**config.mk**
```make
export PLATFORM = sky130hd
export DESIGN_NAME = skt_ctrl
export DESIGN_NICKNAME = d
export VERILOG_FILES = /design/src/hdl/skt_pkg.sv /design/src/hdl/skt_ctrl.sv
export VERILOG_INCLUDE_DIRS = /design/src /design/src/hdl
export SDC_FILE = /design/constraint.sdc
export NUM_CORES = 1
export LEC_CHECK = 0
export BUFFER_PORTS_ARGS = -buffer_cell sky130_fd_sc_hd__buf_2
export CORE_ASPECT_RATIO = 1.1
export CORE_MARGIN = 8
export CORE_UTILIZATION = 30
export CTS_CLUSTER_SIZE = 12
export DETAILED_ROUTE_END_ITERATION = 6
export GPL_ROUTABILITY_DRIVEN = 0
export MAX_ROUTING_LAYER = met4
export PLACE_DENSITY = 0.65
export REMOVE_ABC_BUFFERS = 1
export SYNTH_ARGS = -nofsm -noshare
export SYNTH_HDL_FRONTEND = slang
export SYNTH_SLANG_ARGS = --single-unit
```
**constraint.sdc**
```tcl
create_clock -name i_clk -period 6.7 [get_ports i_clk]
set_input_delay 0 -clock i_clk [delete_from_list [all_inputs] [get_ports i_clk]]
set_output_delay 0 -clock i_clk [all_outputs]
set_load 0.02 [all_outputs]
```
**src/hdl/sorted_keyed_table_macros.svh**
```systemverilog
// Assertion macros used by the sorted keyed table controller.
`ifndef SORTED_KEYED_TABLE_MACROS_SVH
`define SORTED_KEYED_TABLE_MACROS_SVH
`ifndef SYNTHESIS
// Same-cycle implication, disabled during reset
`define SKT_ASSERT_NOW(lbl, clk, rst_n, ante, cons, msg) \
    lbl: assert property (@(posedge clk) disable iff (!rst_n) (ante) |-> (cons)) \
        else $error(msg);
// Next-cycle implication, disabled during reset
`define SKT_ASSERT_NEXT(lbl, clk, rst_n, ante, cons, msg) \
    lbl: assert property (@(posedge clk) disable iff (!rst_n) (ante) |=> (cons)) \
        else $error(msg);
`else
`define SKT_ASSERT_NOW(lbl, clk, rst_n, ante, cons, msg)
`define SKT_ASSERT_NEXT(lbl, clk, rst_n, ante, cons, msg)
`endif
`endif

```
**src/hdl/skt_pkg.sv**
```systemverilog
// Package: commands, status codes and payload types of the sorted keyed table.
package skt_pkg;

    localparam int DEF_CAPACITY = 64;
    localparam int WORD_W       = 32;
    localparam int CNT_OUT_W    = 7;

    // Request commands
    localparam logic [1:0] CMD_INSERT = 2'd0;
    localparam logic [1:0] CMD_REMOVE = 2'd1;
    localparam logic [1:0] CMD_LOOKUP = 2'd2;
    localparam logic [1:0] CMD_NONE   = 2'd3;

    // Result status codes
    localparam logic [1:0] ST_OK        = 2'd0;
    localparam logic [1:0] ST_DUPLICATE = 2'd1;
    localparam logic [1:0] ST_NOT_FOUND = 2'd2;
    localparam logic [1:0] ST_FULL      = 2'd3;

    // One stored entry
    typedef struct packed {
        logic signed [WORD_W-1:0] key;
        logic signed [WORD_W-1:0] amount;
        logic        [WORD_W-1:0] price;
    } t_entry;

    // One request
    typedef struct packed {
        logic        [1:0]        cmd;
        logic signed [WORD_W-1:0] item_key;
        logic signed [WORD_W-1:0] item_amount;
        logic        [WORD_W-1:0] item_price_bits;
    } t_item;

    // One result
    typedef struct packed {
        logic        [1:0]           status;
        logic signed [WORD_W-1:0]    found_amount;
        logic        [WORD_W-1:0]    found_price_bits;
        logic        [CNT_OUT_W-1:0] entry_count;
    } t_result;

endpackage

```
**src/hdl/skt_ctrl.sv**
```systemverilog
// Sequencer: scans the entry memory for the key, then shifts entries up or down for an insert or remove.
`include "sorted_keyed_table_macros.svh"
module skt_ctrl #(
    parameter int CAPACITY = skt_pkg::DEF_CAPACITY,
    parameter int AW       = (CAPACITY > 1) ? $clog2(CAPACITY) : 1
) (
    input  logic             i_clk,
    input  logic             i_rst_n,
    input  logic             i_req_valid,
    output logic             o_req_ready,
    input  skt_pkg::t_item   i_req,
    output logic             o_res_valid,
    input  logic             i_res_ready,
    output skt_pkg::t_result o_res,
    output logic             o_mem_we,
    output logic [AW-1:0]    o_mem_waddr,
    output skt_pkg::t_entry  o_mem_wdata,
    output logic [AW-1:0]    o_mem_raddr,
    input  skt_pkg::t_entry  i_mem_rdata
);
    import skt_pkg::*;

    localparam int CW = $clog2(CAPACITY + 1);
    localparam int EW = (CW > CNT_OUT_W) ? CW : CNT_OUT_W;
    localparam logic [CW-1:0] CAP_C = CW'(CAPACITY);

    localparam logic [2:0] S_IDLE = 3'd0;
    localparam logic [2:0] S_SCAN = 3'd1;
    localparam logic [2:0] S_INS  = 3'd2;
    localparam logic [2:0] S_REM  = 3'd3;
    localparam logic [2:0] S_DONE = 3'd4;

    logic [2:0]               r_state, n_state;
    logic [CW-1:0]            r_count, n_count;
    logic [CW-1:0]            r_ptr, n_ptr;
    logic [CW-1:0]            r_pos, n_pos;
    logic [CW-1:0]            r_rd_addr, n_rd_addr;
    logic                     r_rd_v, n_rd_v;
    t_result                  r_res, n_res;
    logic [1:0]               r_cmd;
    logic signed [WORD_W-1:0] r_key;
    logic signed [WORD_W-1:0] r_amount;
    logic        [WORD_W-1:0] r_price;

    logic          rd_en;
    logic [CW-1:0] rd_idx;
    logic          we;
    logic [CW-1:0] waddr;
    t_entry        wdata;
    logic          found;
    logic          scan_done;
    logic          d_hit;
    logic [CW-1:0] d_pos;

    // Entry count as carried on the result
    function automatic logic [CNT_OUT_W-1:0] cnt_out(input logic [CW-1:0] c);
        logic [EW-1:0] ext;
        begin
            ext = EW'(c);
            return ext[CNT_OUT_W-1:0];
        end
    endfunction

    // Scan outcome from the entry read last cycle
    assign found     = r_rd_v && (i_mem_rdata.key >= r_key);
    assign scan_done = found || (r_ptr == r_count);
    assign d_pos     = found ? r_rd_addr : r_count;
    assign d_hit     = found && (i_mem_rdata.key == r_key);

    // Next-state logic
    always_comb begin
        n_state   = r_state;
        n_count   = r_count;
        n_ptr     = r_ptr;
        n_pos     = r_pos;
        n_rd_addr = r_rd_addr;
        n_rd_v    = 1'b0;
        n_res     = r_res;
        rd_en     = 1'b0;
        rd_idx    = r_ptr;
        we        = 1'b0;
        waddr     = r_rd_addr;
        wdata     = i_mem_rdata;
        unique case (r_state)
            S_IDLE: begin
                if (i_req_valid) begin
                    n_ptr = '0;
                    if (i_req.cmd == CMD_NONE) begin
                        n_res   = '{ST_OK, '0, '0, cnt_out(r_count)};
                        n_state = S_DONE;
                    end else begin
                        n_state = S_SCAN;
                    end
                end
            end
            S_SCAN: begin
                if (scan_done) begin
                    n_state = S_DONE;
                    unique case (r_cmd)
                        CMD_LOOKUP: begin
                            if (d_hit) begin
                                n_res = '{ST_OK, i_mem_rdata.amount, i_mem_rdata.price,
                                          cnt_out(r_count)};
                            end else begin
                                n_res = '{ST_NOT_FOUND, '0, '0, cnt_out(r_count)};
                            end
                        end
                        CMD_REMOVE: begin
                            if (!d_hit) begin
                                n_res = '{ST_NOT_FOUND, '0, '0, cnt_out(r_count)};
                            end else if (d_pos + 1'b1 == r_count) begin
                                n_count = r_count - 1'b1;
                                n_res   = '{ST_OK, '0, '0, cnt_out(r_count - 1'b1)};
                            end else begin
                                n_ptr   = d_pos + 1'b1;
                                n_state = S_REM;
                            end
                        end
                        CMD_INSERT: begin
                            if (d_hit) begin
                                n_res = '{ST_DUPLICATE, '0, '0, cnt_out(r_count)};
                            end else if (r_count == CAP_C) begin
                                n_res = '{ST_FULL, '0, '0, cnt_out(r_count)};
                            end else begin
                                n_ptr   = r_count;
                                n_pos   = d_pos;
                                n_state = S_INS;
                            end
                        end
                        default: begin
                            n_res = '{ST_OK, '0, '0, cnt_out(r_count)};
                        end
                    endcase
                end else begin
                    rd_en     = 1'b1;
                    rd_idx    = r_ptr;
                    n_rd_addr = r_ptr;
                    n_rd_v    = 1'b1;
                    n_ptr     = r_ptr + 1'b1;
                end
            end
            S_REM: begin
                // move entry read last cycle one place down
                if (r_rd_v) begin
                    we    = 1'b1;
                    waddr = r_rd_addr - 1'b1;
                end
                if (r_ptr != r_count) begin
                    rd_en     = 1'b1;
                    rd_idx    = r_ptr;
                    n_rd_addr = r_ptr;
                    n_rd_v    = 1'b1;
                    n_ptr     = r_ptr + 1'b1;
                end else begin
                    n_count = r_count - 1'b1;
                    n_res   = '{ST_OK, '0, '0, cnt_out(r_count - 1'b1)};
                    n_state = S_DONE;
                end
            end
            S_INS: begin
                // move entry read last cycle one place up
                if (r_rd_v) begin
                    we    = 1'b1;
                    waddr = r_rd_addr + 1'b1;
                end
                if (r_ptr != r_pos) begin
                    rd_en     = 1'b1;
                    rd_idx    = r_ptr - 1'b1;
                    n_rd_addr = r_ptr - 1'b1;
                    n_rd_v    = 1'b1;
                    n_ptr     = r_ptr - 1'b1;
                end else if (!r_rd_v) begin
                    we      = 1'b1;
                    waddr   = r_pos;
                    wdata   = '{r_key, r_amount, r_price};
                    n_count = r_count + 1'b1;
                    n_res   = '{ST_OK, '0, '0, cnt_out(r_count + 1'b1)};
                    n_state = S_DONE;
                end
            end
            S_DONE: begin
                if (i_res_ready) begin
                    n_state = S_IDLE;
                end
            end
            default: begin
                n_state = S_IDLE;
            end
        endcase
    end

    // Control registers
    always_ff @(posedge i_clk) begin
        if (!i_rst_n) begin
            r_state <= S_IDLE;
            r_count <= '0;
            r_rd_v  <= 1'b0;
        end else begin
            r_state <= n_state;
            r_count <= n_count;
            r_rd_v  <= n_rd_v;
        end
    end

    // Payload registers
    always_ff @(posedge i_clk) begin
        r_ptr     <= n_ptr;
        r_pos     <= n_pos;
        r_rd_addr <= n_rd_addr;
        r_res     <= n_res;
        if (i_req_valid && o_req_ready) begin
            r_cmd    <= i_req.cmd;
            r_key    <= i_req.item_key;
            r_amount <= i_req.item_amount;
            r_price  <= i_req.item_price_bits;
        end
    end

    assign o_req_ready = (r_state == S_IDLE);
    assign o_res_valid = (r_state == S_DONE);
    assign o_res       = r_res;
    assign o_mem_we    = we;
    assign o_mem_waddr = waddr[AW-1:0];
    assign o_mem_wdata = wdata;
    assign o_mem_raddr = rd_idx[AW-1:0];

    `SKT_ASSERT_NOW(a_cnt_max, i_clk, i_rst_n, 1'b1, r_count <= CAP_C, "count above capacity")
    `SKT_ASSERT_NOW(a_we_shift, i_clk, i_rst_n, we, (r_state == S_INS) || (r_state == S_REM), "memory write outside shift")
    `SKT_ASSERT_NEXT(a_cnt_hold, i_clk, i_rst_n, (r_state == S_IDLE) || (r_state == S_DONE), $stable(r_count), "count changed while idle")
    `SKT_ASSERT_NOW(a_scan_bound, i_clk, i_rst_n, (r_state == S_SCAN) && rd_en, r_ptr < r_count, "scan read past fill")
    `SKT_ASSERT_NOW(a_ins_room, i_clk, i_rst_n, r_state == S_INS, r_count < CAP_C, "insert shift into full table")

endmodule

```
Word level (Yosys, flattened, before mapping)
Cells that the tools add are included.
{ "word_totals": {"ff_bits": 203, "inputBits": 198, "output_inout_bits": 184, "word_cells": 137} }
{ "op_classes": {"addsub": 7, "order_cmp": 1, "eq_ne": 33, "n_mux": 66, "n_bitwise": 2, "reduce_logical": 14} }
{ "ops": {"columns": ["operator", "count"], "rows": [
  ["73-bit two-way mux", 11],
  ["73-bit case mux with 4 select lines", 1],
  ["96-bit two-way mux", 3],
  ["73-bit case mux with 3 select lines", 1],
  ["7-bit two-way mux", 19],
  ["7-bit case mux with 3 select lines", 2],
  ["3-bit two-way mux", 11],
  ["32-bit equality test", 1],
  ["32-bit greater-or-equal comparator", 1],
  ["6-bit two-way mux", 5],
  ["7-bit case mux with 4 select lines", 1],
  ["4-bit != test, second input constant", 6],
  ["7-bit by 1-bit adder with 7-bit output, second input constant", 3],
  ["2-bit != test, second input constant", 10],
  ["8-bit AND reduction", 2],
  ["3-bit case mux with 5 select lines", 1],
  ["7-bit equality test", 2],
  ["7-bit != test", 2],
  ["7-bit case mux with 2 select lines", 1],
  ["7-bit by 1-bit subtractor with 7-bit output, second input constant", 2],
  ["6-bit case mux with 2 select lines", 1],
  ["9-bit AND reduction", 1],
  ["7-bit equality test, second input constant", 1],
  ["6-bit by 1-bit adder with 6-bit output, second input constant", 1],
  ["22 further kinds", 34]
]} }

Logic depth before layout (Yosys ltp)
Gate-level depths: netlist of run 1.
{ "logic_depth": {"depth_word": 10, "mapped_depth": 20, "depth_no_buf": 18} }

Worst setup path before layout of run 1
Ideal clock, no wire load.
{ "synth_path": {"path_kind": "register -> register", "start": "register r_key[13]", "end": "register r_res, in the netlist o_res[0], enable pin", "setup_ns": 0.381, "arrival_time_ns": 4.562, "t_required_ns": 6.319, "setup_slack_ns": 1.758, "path_stages_with_launch": 20, "n_path_buf": 2, "synth_period_minus_slack_ns": 4.942, "path_cell_list": "edfxtp_1 -> inv_1 -> ha_1 -> nand4_1 -> nor4_2 -> a21boi_1 -> o311ai_1 -> a31oi_2 -> buf_2 -> nand2_1 -> o21ai_0 -> ha_1 -> clkbuf_1 -> nand3_1 -> nor2_1 -> xnor3_1 -> nor3_1 -> or3_1 -> o21a_1 -> and4_4"} }
{ "synth_via": {"elab_chain_cells": 7, "elab_cells_between_ends": 12, "cone_classes": "add/sub: 1; order compare: 1; eq/ne: 5; mux: 1; reduce/logical: 4"} }
{ "synth_rtl": {"columns": ["element", "line_no", "source"], "rows": [
  ["from (decl)", "skt_ctrl.sv:41", "logic signed [WORD_W-1:0] r_key;"],
  ["from (signal assigned)", "skt_ctrl.sv:213", "r_key <= i_req.item_key;"],
  ["32-bit greater-or-equal comparator", "skt_ctrl.sv:65", "assign found = r_rd_v && (i_mem_rdata.key >= r_key);"],
  ["1-bit logical AND", "skt_ctrl.sv:65", null],
  ["7-bit two-way mux", "skt_ctrl.sv:67", "assign d_pos = found ? r_rd_addr : r_count;"],
  ["net d_pos[1]", "skt_ctrl.sv:53", "logic [CW-1:0] d_pos;"],
  ["7-bit by 1-bit adder with 7-bit output", "skt_ctrl.sv:111", "end else if (d_pos + 1'b1 == r_count) begin"],
  ["7-bit equality test", "skt_ctrl.sv:111", null],
  ["4-bit != test (no source line)", null, null],
  ["9-bit AND reduction (no source line)", null, null],
  ["to (signal assigned)", "skt_ctrl.sv:210", "r_res <= n_res;"],
  ["to (decl)", "skt_ctrl.sv:39", "t_result r_res, n_res;"]
]} }
The timed path passes the listed nets, and every way through them passes these cells.
A chain may end at the register's enable or synchronous reset.

Worst setup path in the final report of run 1
{ "layout_path": {"start": "register r_key[14]", "end": "register r_state[2]"} }
{ "layout_via": {"elab_chain_cells": 10, "elab_cells_between_ends": 16, "cone_classes": "add/sub: 1; order compare: 1; eq/ne: 3; mux: 7; reduce/logical: 4"} }
{ "layout_rtl": {"columns": ["element", "line_no", "source"], "rows": [
  ["32-bit greater-or-equal comparator", "skt_ctrl.sv:65", null],
  ["1-bit logical AND", "skt_ctrl.sv:65", null],
  ["7-bit two-way mux", "skt_ctrl.sv:67", null],
  ["net d_pos[0]", "skt_ctrl.sv:53", null],
  ["7-bit by 1-bit adder with 7-bit output", "skt_ctrl.sv:111", null],
  ["7-bit equality test", "skt_ctrl.sv:111", null],
  ["3-bit two-way mux", "skt_ctrl.sv:111", null],
  ["3-bit two-way mux", "skt_ctrl.sv:109", "if (!d_hit) begin"],
  ["3-bit case mux with 2 select lines", "skt_ctrl.sv:99", "unique case (r_cmd)"],
  ["3-bit two-way mux", "skt_ctrl.sv:97", "if (scan_done) begin"],
  ["3-bit case mux with 5 select lines", "skt_ctrl.sv:84", "unique case (r_state)"],
  ["to (signal assigned)", "skt_ctrl.sv:199", "r_state <= n_state;"],
  ["to (decl)", "skt_ctrl.sv:33", "logic [2:0] r_state, n_state;"]
]} }
The timed path passes the listed nets, and every way through them passes these cells. The select of a mux whose other input is x is not followed.

==> reports/results.txt, run 1 <==
Outcome - finished clean
Worst-Skew Late Latency - 0.55 ns
Post_cts resized - 0
Die area - 43100 um2
CTS max path bufs - 3
First-pass GRT wire length - 61.7 mm
Critical path peak fanout - 28
Die width - 199 um
Post-DRT Antenna Nets - 0
Layout cells sized above 1 - 36.5%
Internal power - 3.26 mW
Post-CTS Setup Inserts - 0
Critical path type - flip-flop to flip-flop
Synthesized area - 11000 um2
Critical path data arrival time - 6.22 ns
Combinational share of power - 34.0%
Max Fclk - 0.174 GHz
Worst Setup End Kind - flip-flop
Worst Path Buf+Inv - 2
Final max-slew violation count - 0
Setup TNS - 0 ns
Via count - 9682
Crit path launch type - flip-flop
RSZ-0062 raised after global routing - false
Nets - 1701
Sequential group share of total power - 40.7%
Seq cells post-synth - 203
Vias per cell - 4.93
Clock sink count - 203
Max-cap violations - 0
Syn Inst Count - 931
DRC - 0
Worst Clk Skew - 0.0226 ns
Row count - 73
CTS Hold Bufs - 166
Area Overhead vs Synth - 44.3%
Number of CTS-inserted buffers - 25
Final setup viols - 0
Top cell family by delay on the critical path - simple AND/OR/NAND/NOR gates
1st-iter DRT viols - 714
Slew @ Worst Pin - 1.12 ns
Yosys warning total - 0
Number of synthesized flops with an enable pin - 192
I/O pin count - 382
Fin. Hold Viols - 0
Worst hold path type - primary input to flip-flop
Largest stage delay on the critical path - 0.55 ns
CP cell instances - inv_1, ha_1, nand4_1, nor4_2, a21boi_1, o311ai_1, a31oi_2, mux2i_1, ha_1, nand3_1, nor2_1, xnor3_1, nor3_1, or3_1, o21a_1, and4_4, o21a_1, dlygate4sd3_1
Drt pass-1 iters - 7
IO Port Bufs - 381
Leakage power total - 6.56 nW
Core Area - 36200 um2
Die H - 217 um
Initial antenna violation count - 2
WP data required - 7.19 ns
Largest net degree at the start of global routing - 65
Post-DP HPWL - 30.7 mm
Period utilisation layout - 85.6%
Asr flop ratio synth - 0%
Tot Pwr - 5.22 mW
GRT Total Usage - 19.1%
Cell taking the most area after synthesis - edfxtp_1
CTS tree - yes
Clk slew on worst S/H paths - 0.06 ns
Overflow after GRT - 0
Synth top area share - 52.4%
Clock power frac - 25.3%
Synth area leaders - edfxtp_1 (52%), mux2_2 (9.9%), ha_1 (4.5%)
Vias in the first global route - 10300
Net Switching - 1.96 mW
Power Density - 329 nW/um2
Critical path's slowest cell - dlygate4sd3_1
Worst slew margin - 25.3%
Sw Share - 37.5%
Syn_area_per_cell - 11.8 um2
Sequential fraction of the synthesis area - 54.4%
Peak VDD IR - 200 uV
CTS root buf - clkbuf_16
Distinct cell type count after synthesis - 69
Routed WL - 41.6 mm
# fillers - 3329
H-tree Lvls - 1
Top FF cell, synth - edfxtp_1
Final min period - 5.73 ns
Drt wl/cell - 21.2 um
Initial core utilization - 30.4%
==> final cells by class <==
class	count	area [um2]	area share [%]
diodes	2	5.00	0.0315
inverters	47	176	1.11
clock inverters	14	155	0.977
clock buffers	26	629	3.96
well taps	487	609	3.84
flip-flops and latches	203	5990	37.7
repair buffers	557	3670	23.1
multi-input cells	629	4650	29.3
==> state kept, by name, indices dropped and copies added, names as in the netlist <==
| signal | count |
|---|---|
| o_res | 73 |
| r_amount | 32 |
| r_cmd | 2 |
| r_count | 7 |
| r_key | 32 |
| r_pos | 7 |
| r_price | 32 |
| r_ptr | 7 |
| r_rd_addr | 7 |
| r_rd_v | 1 |
| r_state | 3 |
==> layout by cell type, fill, tap and decap left out, drive strengths merged, types with 19 or more instances in the layout <==
cell type / count
buf: 391
edfxtp: 192
dlygate4sd3: 166
mux2: 97
and2: 71
nand2: 60
nor2: 51
a21oi: 50
inv: 45
ha: 40
o21ai: 35
xnor2: 26
clkbuf: 26
nand3: 25
nor3: 20
xor2: 19
==> per-stage QoR <==
step,instance area [um2],utilization (%),std cells,hold WS [ns],worst slack [ns]
2_1_floorplan,10800,-,879,0.0989,0.373
3_3_place_gp,13400,37.1,1757,0.176,1.32
3_5_place_dp,13400,37.1,1757,0.178,1.07
4_1_cts,15900,43.9,1963,0.126,0.978
5_1_grt,15900,43.9,1965,0.150,0.514
6_report,15900,43.9,1965,0.159,0.968
==> cell families (layout without fill, tap and decap cells) <==
logic type / count (synthesis) / in the layout / synth area share, %
and+or+nand+nor: 280 / 280 / 13.6
DFF: 203 / 203 / 54.4
AOI/OAI and AO/OA: 155 / 155 / 9.06
muxes: 106 / 106 / 10.7
buffers and inverters: 99 / 644 / 3.48
xor gates and xnor gates: 48 / 48 / 4.20
adders and majority gates: 40 / 40 / 4.55
other: 0 / 2 / 0
==> per-layer routing <==
metal	vias to the layer above	wire (um)	track usage [%]
li1	4478	-	-
met1	4669	16800	22.9
met2	445	20500	31.8
met3	90	2790	3.33
met4	0	1500	7.39
met5	-	0	-
==> path summary, 6_finish.rpt <==
check | cells past startpoint | start | endpoint | slack (ns)
hold / removal | 2 | i_req[93] | r_key[29] | 0.16
setup reg to reg | 18 | r_key[14] | r_state[2] | 0.97
setup / recovery | 18 | r_key[14] | r_state[2] | 0.97
hold reg to reg | 2 | r_count[0] | r_count[0] | 0.63
==> power by group through the flow <==
stage	clock, mW	combinational (mW)	sequential [mW]
final	1.32	1.78	2.12
after global placement	0	1.67	2.12
after CTS	1.36	1.78	2.11
after floorplan	0	0.913	2.20
after global routing	1.39	1.92	2.16
after detailed placement	0	1.70	2.13
==> synthesized netlist by cell type (5+ instances only) <==
cell	instances
mux2i_1	9
clkbuf_1	42
mux2_2	97
nand2_1	60
xnor2_1	26
o21ai_0	35
nor3_1	19
a21o_1	5
edfxtp_1	192
nor2_1	51
ha_1	40
nand4_1	7
buf_2	9
nand3_1	25
o31ai_1	7
and2_1	71
xor2_1	19
a21oi_1	49
inv_1	44
dfxtp_1	11
and3_1	6
o211ai_1	8
or3_1	5
nand2b_1	7
nor3b_1	5
No activity file was read; power rests on OpenSTA's default activity.
==> inputs of run 2 (changes only) <==
- CORE_UTILIZATION: 30 -> 49
- PLACE_DENSITY: 0.65 -> 0.9
==> reports/results.txt, run 2 (synthesized netlist as in run 1, its figures left out) <==
Critical path peak fanout - 74 (+160%)
IO Port Bufs - 381 (unchanged)
RSZ-0062 raised after global routing - false
Drt wl/cell - 24.7 um (+17%)
Routed WL - 43.8 mm (+5.3%)
Final max-slew violation count - 0 (unchanged)
Post-CTS Setup Inserts - 0 (unchanged)
Die H - 173 um (-20%)
CTS Hold Bufs - 165 (-0.60%)
Largest register FFs - 73 (unchanged)
Worst setup margin - 0.444 ns (-0.524 ns)
R2R Setup Slk - 0.44 ns (-0.52 ns)
Worst hold path type - primary input to flip-flop
Post-Place Setup Slack - 0.970 ns (-0.105 ns)
Post-Place Cell Area - 13100 um2 (-2.1%)
Vias in the first global route - 10900 (+5.4%)
Slew @ Worst Pin - 1.12 ns (-0.00211 ns)
Die width - 159 um (-20%)
Peak VDD IR - 281 uV (+40%)
Clock sink count - 203 (unchanged)
Number of CTS-inserted buffers - 23 (-8.0%)
Sw Share - 38.8% (+1.2 points)
H-tree Lvls - 1 (unchanged)
Post-DRT Antenna Nets - 0 (unchanged)
Worst Setup End Kind - flip-flop
Largest net degree at the start of global routing - 75 (+15%)
Net Switching - 1.98 mW (+1.2%)
Most common cell after layout, fill and taps aside - buf_2
Initial core utilization - 49.9% (+20 points)
Final min period - 6.26 ns (+0.524 ns)
Period utilisation layout - 93.4% (+7.8 points)
Critical path type - flip-flop to flip-flop
I/O pin count - 382 (unchanged)
Overflow after GRT - 0 (unchanged)
Core Area - 22000 um2 (-39%)
Via count - 10400 (+7.5%)
Clock power frac - 23.7% (-1.6 points)
Worst-Skew Late Latency - 0.53 ns (-0.02 ns)
WP data required - 7.17 ns (-0.02 ns)
Max-cap violations - 0 (unchanged)
Tot Pwr - 5.12 mW (-2.1%)
Clk slew on worst S/H paths - 0.06 ns (about the same)
Layout cells sized above 1 - 36.3% (-0.22 points)
CTS max path bufs - 3 (unchanged)
Most frequent cells in the layout - buf_2 (381), edfxtp_1 (192), dlygate4sd3_1 (165), mux2_2 (97), and2_1 (70)
Final setup viols - 0 (unchanged)
Final core area utilization - 70.3% (+26 points)
Drt pass-1 iters - 6 (-1)
GRT Total Usage - 31.2% (+12 points)
1st-iter DRT viols - 1183 (+66%)
DRC - 0 (unchanged)
Post-route cell area - 15500 um2 (-2.4%)
Vias per cell - 5.87 (+19%)
First-pass GRT wire length - 64.8 mm (+5.1%)
Max Fclk - 0.160 GHz (-8.4%)
Power Density - 330 nW/um2 (+0.37%)
CTS root buf - clkbuf_16
Post_cts resized - 0 (unchanged)
Outcome - finished clean
Leakage power total - 6.49 nW (-1.1%)
Sequential group share of total power - 41.7% (+1.0 points)
Row count - 57 (-22%)
Die area - 27500 um2 (-36%)
# fillers - 1427 (-57%)
Setup TNS - 0 ns (unchanged)
Nets - 1695 (-0.35%)
Crit path launch type - flip-flop
Worst Clk Skew - 0.0142 ns (-0.00839 ns)
Critical path data arrival time - 6.73 ns (+0.51 ns)
Post-DP HPWL - 28.1 mm (-8.3%)
Worst slew margin - 25.4% (+0.14 points)
Fin. Hold Viols - 0 (unchanged)
Internal power - 3.13 mW (-4.0%)
CTS tree - yes
Initial antenna violation count - 6 (+4)
Area Overhead vs Synth - 40.8%
Combinational share of power - 34.7% (+0.7 points)
## run 2: cell types whose count changed in the layout (fill, tap and decap cells not counted), moves of 2 or more
cell | previous run | this run
buf_12 | 2 | 0
bufinv_16 | 3 | 1
clkbuf_1 | 1 | 3
clkbuf_16 | 25 | 23
clkinv_2 | 3 | 5
diode_2 | 2 | 6
## run 2: critical path, stage by stage (launching register included)
cell and delay, ns:
edfxtp_1 0.38, inv_1 0.07, ha_1 0.32, nand4_1 0.22, nor4_2 0.50, a21boi_1 0.27
o311ai_1 0.14, a31oi_2 0.55, mux2i_1 0.34, ha_1 0.36, nand3_1 0.20, nor2_1 0.24
xnor3_1 0.24, nor3_1 0.37, or3_1 0.19, o21a_1 0.14, and4_4 0.90, o21a_1 0.23
dlygate4sd3_1 0.53
## run 2: worst paths after layout
| path | start | to | depth (start not counted) |
|---|---|---|---|
| max | r_key[15] | r_state[2] | 18 |
| min | i_req_valid | r_state[0] | 5 |
| max reg2reg | r_key[15] | r_state[2] | 18 |
| min reg2reg | r_count[6] | r_count[6] | 2 |
## run 2: cell type report
class | count | area [um2] | share of cell area [%]
clock inverter | 13 | 101 | 0.654
multi-input combinational | 629 | 4650 | 30.0
antenna | 6 | 15.0 | 0.0969
sequential | 203 | 5990 | 38.6
tap | 295 | 369 | 2.38
clock buffer | 26 | 587 | 3.79
inverter | 47 | 176 | 1.14
timing repair buffer | 553 | 3610 | 23.3
## run 2: power by group through the flow
stage / logic [mW] / registers [mW] / clock network [mW]
after CTS: 1.73 / 2.09 / 1.20
final: 1.77 / 2.13 / 1.21
after floorplan: 0.913 / 2.20 / 0
after global routing: 1.89 / 2.15 / 1.27
after detailed placement: 1.63 / 2.11 / 0
after global placement: 1.59 / 2.09 / 0
## run 2: per-layer routing
layer | routed length (um) | track usage, % | up-vias | part of all wire (%)
met3 | 4620 | 8.48 | 210 | 11
li1 | - | - | 4469 | -
met1 | 14700 | 32.6 | 4891 | 34
met5 | 0 | - | - | 0
met2 | 21700 | 52.7 | 834 | 49
met4 | 2820 | 18.1 | 0 | 6.4
## run 2: per-stage QoR
step           hold WS (ns)  cells
6_report             0.0947   1772
2_1_floorplan        0.0989    879
3_5_place_dp          0.178   1562
3_3_place_gp          0.177   1562
5_1_grt               0.115   1772
4_1_cts              0.0855   1766
